## src/rtl/ppr_pkg.sv

```systemverilog
// Shared types and constants for the pinhole primary ray generator.
// No dependencies; every other file in rtl/ imports this package.
package ppr_pkg;

    localparam int REG_W    = 63;   // packed xyz register
    localparam int DATA_W   = 64;   // configuration data bus
    localparam int ADDR_W   = 5;    // registers at byte offsets 0, 8, 16, 24
    localparam int COMP_W   = 21;   // one signed vector component
    localparam int PIX_W    = 20;   // unsigned 12.8 pixel coordinate
    localparam int PIX_FRAC = 8;
    localparam int DIR_W    = 16;   // signed Q1.14 direction
    localparam int UNIT_SH  = 14;   // log2 of the unit length

    localparam int CE_W     = COMP_W + 1;           // corner minus eye
    localparam int PROD_W   = COMP_W + PIX_W + 1;   // component times coordinate
    localparam int D_W      = PROD_W + 2;           // displacement component
    localparam int MAG_W    = D_W - 1;              // its magnitude
    localparam int LEAD_W   = 6;                    // leading-one position
    localparam int NORM_TOP = 23;                   // normalized msb position
    localparam int NMAG_W   = NORM_TOP + 1;
    localparam int SQ_W     = 2 * NMAG_W;
    localparam int SUM_W    = SQ_W + 2;
    localparam int ROOT_W   = SUM_W / 2;
    localparam int REM_W    = ROOT_W + 2;
    localparam int NUM_W    = NMAG_W + UNIT_SH + 1;
    localparam int Q_W      = UNIT_SH + 1;

    typedef enum logic [1:0] {
        REG_EYE    = 2'd0,
        REG_CORNER = 2'd1,
        REG_ACROSS = 2'd2,
        REG_DOWN   = 2'd3
    } cfg_reg_t;

    typedef struct packed {
        logic [PIX_W-1:0] pixel_x;
        logic [PIX_W-1:0] pixel_y;
    } pix_t;

    typedef struct packed {
        logic signed [DIR_W-1:0] dir_x;
        logic signed [DIR_W-1:0] dir_y;
        logic signed [DIR_W-1:0] dir_z;
        logic                    degenerate;
    } ray_t;

    // Square-root pipeline payload: radicand, partial root and the sideband.
    typedef struct packed {
        logic [SUM_W-1:0]            s;
        logic [REM_W-1:0]            rem;
        logic [ROOT_W-1:0]           root;
        logic [2:0][NMAG_W-1:0]      mag;
        logic [2:0]                  neg;
        logic                        deg;
    } sq_t;

    // Divider pipeline payload: divisor, three partial remainders and quotients.
    typedef struct packed {
        logic [ROOT_W-1:0]           r;
        logic [2:0][NUM_W-1:0]       rem;
        logic [2:0][Q_W-1:0]         q;
        logic [2:0]                  neg;
        logic                        deg;
    } dv_t;

endpackage

```

## src/rtl/ppr_isqrt.sv

```systemverilog
// Pipelined integer square root, one result bit per stage.
// Depends on ppr_pkg (sq_t and widths).
module ppr_isqrt
    import ppr_pkg::*;
(
    input  logic clk,
    input  logic rst_n,
    input  logic up_valid,
    output logic up_stall,
    input  sq_t  up_data,
    output logic dn_valid,
    input  logic dn_stall,
    output sq_t  dn_data
);

    function automatic sq_t sq_step(sq_t a, logic [1:0] bits);
        logic [REM_W+1:0] cur;
        logic [REM_W+1:0] trial;
        sq_t              b;
        b     = a;
        cur   = {a.rem, bits};
        trial = (REM_W+2)'({a.root, 2'b01});
        if (cur >= trial)
        begin
            b.rem  = REM_W'(cur - trial);
            b.root = {a.root[ROOT_W-2:0], 1'b1};
        end
        else
        begin
            b.rem  = REM_W'(cur);
            b.root = {a.root[ROOT_W-2:0], 1'b0};
        end
        return b;
    endfunction

    sq_t               stg_reg  [ROOT_W];
    sq_t               stg_next [ROOT_W];
    logic [ROOT_W-1:0] vld_reg;
    logic [ROOT_W-1:0] load;

    genvar k;
    generate
        for (k = 0; k < ROOT_W; k++)
        begin : g_step
            sq_t  src;
            logic src_v;
            if (k == 0)
            begin : g_first
                assign src   = up_data;
                assign src_v = up_valid;
            end
            else
            begin : g_mid
                assign src   = stg_reg[k-1];
                assign src_v = vld_reg[k-1];
            end
            if (k == ROOT_W - 1)
            begin : g_last
                assign load[k] = !vld_reg[k] || !dn_stall;
            end
            else
            begin : g_chain
                assign load[k] = !vld_reg[k] || load[k+1];
            end

            // Pair of radicand bits for this step, most significant first.
            assign stg_next[k] = sq_step(src, src.s[2*(ROOT_W-1-k) +: 2]);

            always_ff @(posedge clk or negedge rst_n)
            begin
                if (!rst_n)
                    vld_reg[k] <= 1'b0;
                else if (load[k])
                    vld_reg[k] <= src_v;
            end

            always_ff @(posedge clk)
            begin
                if (load[k])
                    stg_reg[k] <= stg_next[k];
            end
        end
    endgenerate

    assign up_stall = !load[0];
    assign dn_valid = vld_reg[ROOT_W-1];
    assign dn_data  = stg_reg[ROOT_W-1];

endmodule

```

## config.mk

```make
export PLATFORM = sky130hd
export DESIGN_NAME = ppr_isqrt
export DESIGN_NICKNAME = d
export VERILOG_FILES = /design/src/rtl/ppr_pkg.sv /design/src/rtl/ppr_isqrt.sv
export SDC_FILE = /design/constraint.sdc
export NUM_CORES = 2
export LEC_CHECK = 0
export BUFFER_PORTS_ARGS = -buffer_cell sky130_fd_sc_hd__buf_2
export CAP_MARGIN = 10
export CELL_PAD_IN_SITES_DETAIL_PLACEMENT = 1
export CELL_PAD_IN_SITES_GLOBAL_PLACEMENT = 1
export CORE_MARGIN = 2
export CORE_UTILIZATION = 54
export DETAILED_ROUTE_END_ITERATION = 6
export PLACE_DENSITY = 0.85
export RECOVER_POWER = 25
export SYNTH_ARGS = -nofsm -noshare
export SYNTH_HDL_FRONTEND = slang
export SYNTH_MEMORY_MAX_BITS = 65536
export SYNTH_SLANG_ARGS = --single-unit
export TNS_END_PERCENT = 10
```

## constraint.sdc

```tcl
create_clock -name clk -period 26.5 [get_ports clk]
set_input_delay 1.325 -clock clk [delete_from_list [all_inputs] [get_ports clk]]
set_output_delay 1.325 -clock clk [all_outputs]
set_load 0.1 [all_outputs]
```

==> flow_summary.ini <==
[logic_synthesis]
ys_top_cells_by_count = 4,450 x edfxtp_1, 847 x inv_1, 699 x a21oi_1
synth_top_area_frac = 0.756
ys_warn_count = 0
ys_seq_area_frac = 0.759
async_flop_share = 0.00559
synth.avg_cell_area_um2 = 16.4
synthTopCellsByArea = edfxtp_1 76%, ha_1 4.8%, mux2_2 2.1%
yosysMostFrequentCell = edfxtp_1
synth_nets = 11700
ys_ff_latch = 4475
synth_ff_type = edfxtp_1
syn-cell-area_mm2 = 0.177
synth.distinct_cells = 98
synth_edf_count = 4450
syn_inst = 10800
synth_top_cell_by_area = edfxtp_1

[global_routing]
first_global_vias = 98700
antenna_found_initial = 26
grt_pass1_wl_um = 605000
grt_usage = 0.240
grt_max_degree = 141
overflow = 0

[worst_setup_path]
slowest_stage = nor3_1
startpoint_type = input port
cp.arrival_ns = 7.13
path_class = input port to primary output
worstPathRequired_ns = 25.17
cp_max_fo = 64
worstPathCellList = buf_2 > and3_1 > inv_8 > nor2_1 > nand2_4 > nor3_1 > and2_1 > inv_8 > nor2_1 > nand4_1 > buf_4 > inv_1 > buf_2
critPathMaxStageDelay_ns = 0.99
cp-end-kind = primary output

[clock_network]
htree_levels = 5
cts_sinks = 4475
postCtsHoldBufs = 0
cts_setup_buffers = 0
clock_path_buffers = 4
path_clk_slew_ns = 0.07
cts.repair.resized = 0
insertion_delay_ns = 1.05
numCtsBuffers = 429
cts_tree = done
root_buffer = clkbuf_16

[detailed_routing]
via_per_inst = 5.68
ant_nets = 0
dr.pass1.iters = 5
first_iter_violations = 7342
drc_errors = 0
wl_per_cell_um = 24.8
vias = 92300
wl_um = 404000

[timing]
clock.fmax_mhz = 118
finalHoldViolations = 0
min_period_over_period = 0.319
tns_ns = 0
min_period_ns = 8.45
setup_violations = 0
slew_headroom = 0.206
finClkSkew_ns = 0.128
tightestPinTransition_ns = 1.19
finalWorstSetupSlack_ns = 18.05
hold_ws_ns = 0.323
finalMaxSlewViolations = 0
rsz0062_at_grt = false

[floorplanning]
die_x_um = 576
boundaryPins = 362
die_h_um = 576
start_util = 0.541
rows = 210
core_area_mm2 = 0.327
die_area_mm2 = 0.332

[placed_design]
gp_congestion = 0.925
post-place-ws_ns = 18.03
numPortBuffers = 361
dpl.cell_count = 15500
dp_hpwl_um = 278000

[layout]
final_cells = 16300
layout-drive-gt1-share = 0.127
fillCellCount = 29400
fin_nets = 12400
largest_reg_flops = 4450
area_delta_synth_final_pct = 12.4

[run]
cap_violations = 0

[power]
power_density_mw_per_mm2 = 125
p_leak_uw = 0.0779
ir_drop_mv = 0.0712
p_total_uw = 24900

[run_status]
status = finished, final reports clean

[worst_hold_path]
hold_class = flip-flop to flip-flop
## placed cells by master, fill, tap and decap left out, drive strengths merged, types with 365 or more instances in the layout
cell type	Yosys	routed
o21ai	382	382
ha	675	675
clkbuf	69	581
mux2	365	365
inv	847	862
nand2	391	391
xnor2	380	380
edfxtp	4450	4450
nor2	512	512
a21oi	701	701
buf	61	392
## metal layers
metal | routed length, um | global-route usage | vias to the layer above
li1 | - | - | 42400
met1 | 166000 | 0.312 | 46400
met2 | 201000 | 0.418 | 2824
met3 | 24000 | 0.0340 | 723
met4 | 12400 | 0.0739 | 6
met5 | 46 | 0 | -
## cells by family (layout without fill, tap and decap cells)
family | Yosys count | count (layout) | synth area share
AOI/OAI and AO/OA | 1985 | 1985 | 0.0712
xor gates and xnor gates | 572 | 572 | 0.0283
adders and majority gates | 675 | 675 | 0.0478
buffers and inverters | 977 | 2087 | 0.0214
DFF | 4475 | 4475 | 0.759
muxes | 394 | 394 | 0.0252
other | 0 | 4 | 0
and+or+nand+nor | 1718 | 1718 | 0.0468
## path summary, 6_finish.rpt
check	depth (start not counted)	endpoint	from	slack (ns)
max	13	up_stall	dn_stall	18.05
min in group asynchronous	1	g_step[3].src_v	rst_n	0.40
min reg2reg	0	stg_reg[0][1781]	stg_reg[0][1603]	0.32
max in group asynchronous	1	g_step[20].src_v	rst_n	25.57
min	0	stg_reg[0][1781]	stg_reg[0][1603]	0.32
max reg2reg	11	stg_reg[0][206]	dn_valid	19.12
## metrics by stage
step / instance area (um2) / util
2_1_floorplan: 177000 / -
3_3_place_gp: 184000 / 0.565
4_1_cts: 199000 / 0.609
3_5_place_dp: 184000 / 0.565
6_report: 199000 / 0.609
5_1_grt: 199000 / 0.609
## final cells by class
class	instances	area [um2]	share of cell area
clock buffers	534	11300	0.0567
diodes	4	10.0	0.0000504
repair buffers	439	2380	0.0120
flip-flops and latches	4475	134000	0.675
multi-input cells	5344	39000	0.196
inverters	847	3230	0.0163
clock inverters	267	3190	0.0160
well taps	4346	5440	0.0274
## worst max-delay path, delay by kind of cell
| kind | cells | cell delay [ns] |
|---|---|---|
| buffers and inverters | 6 | 1.43 |
| and+or+nand+nor | 7 | 4.28 |
## report_power, final
group	switching, uW	total [uW]	internal [uW]
Combinational	4900	8050	3160
Clock	2710	6290	3570
Sequential	816	10600	9750
Note: power is estimated with default switching activity, not from simulation.
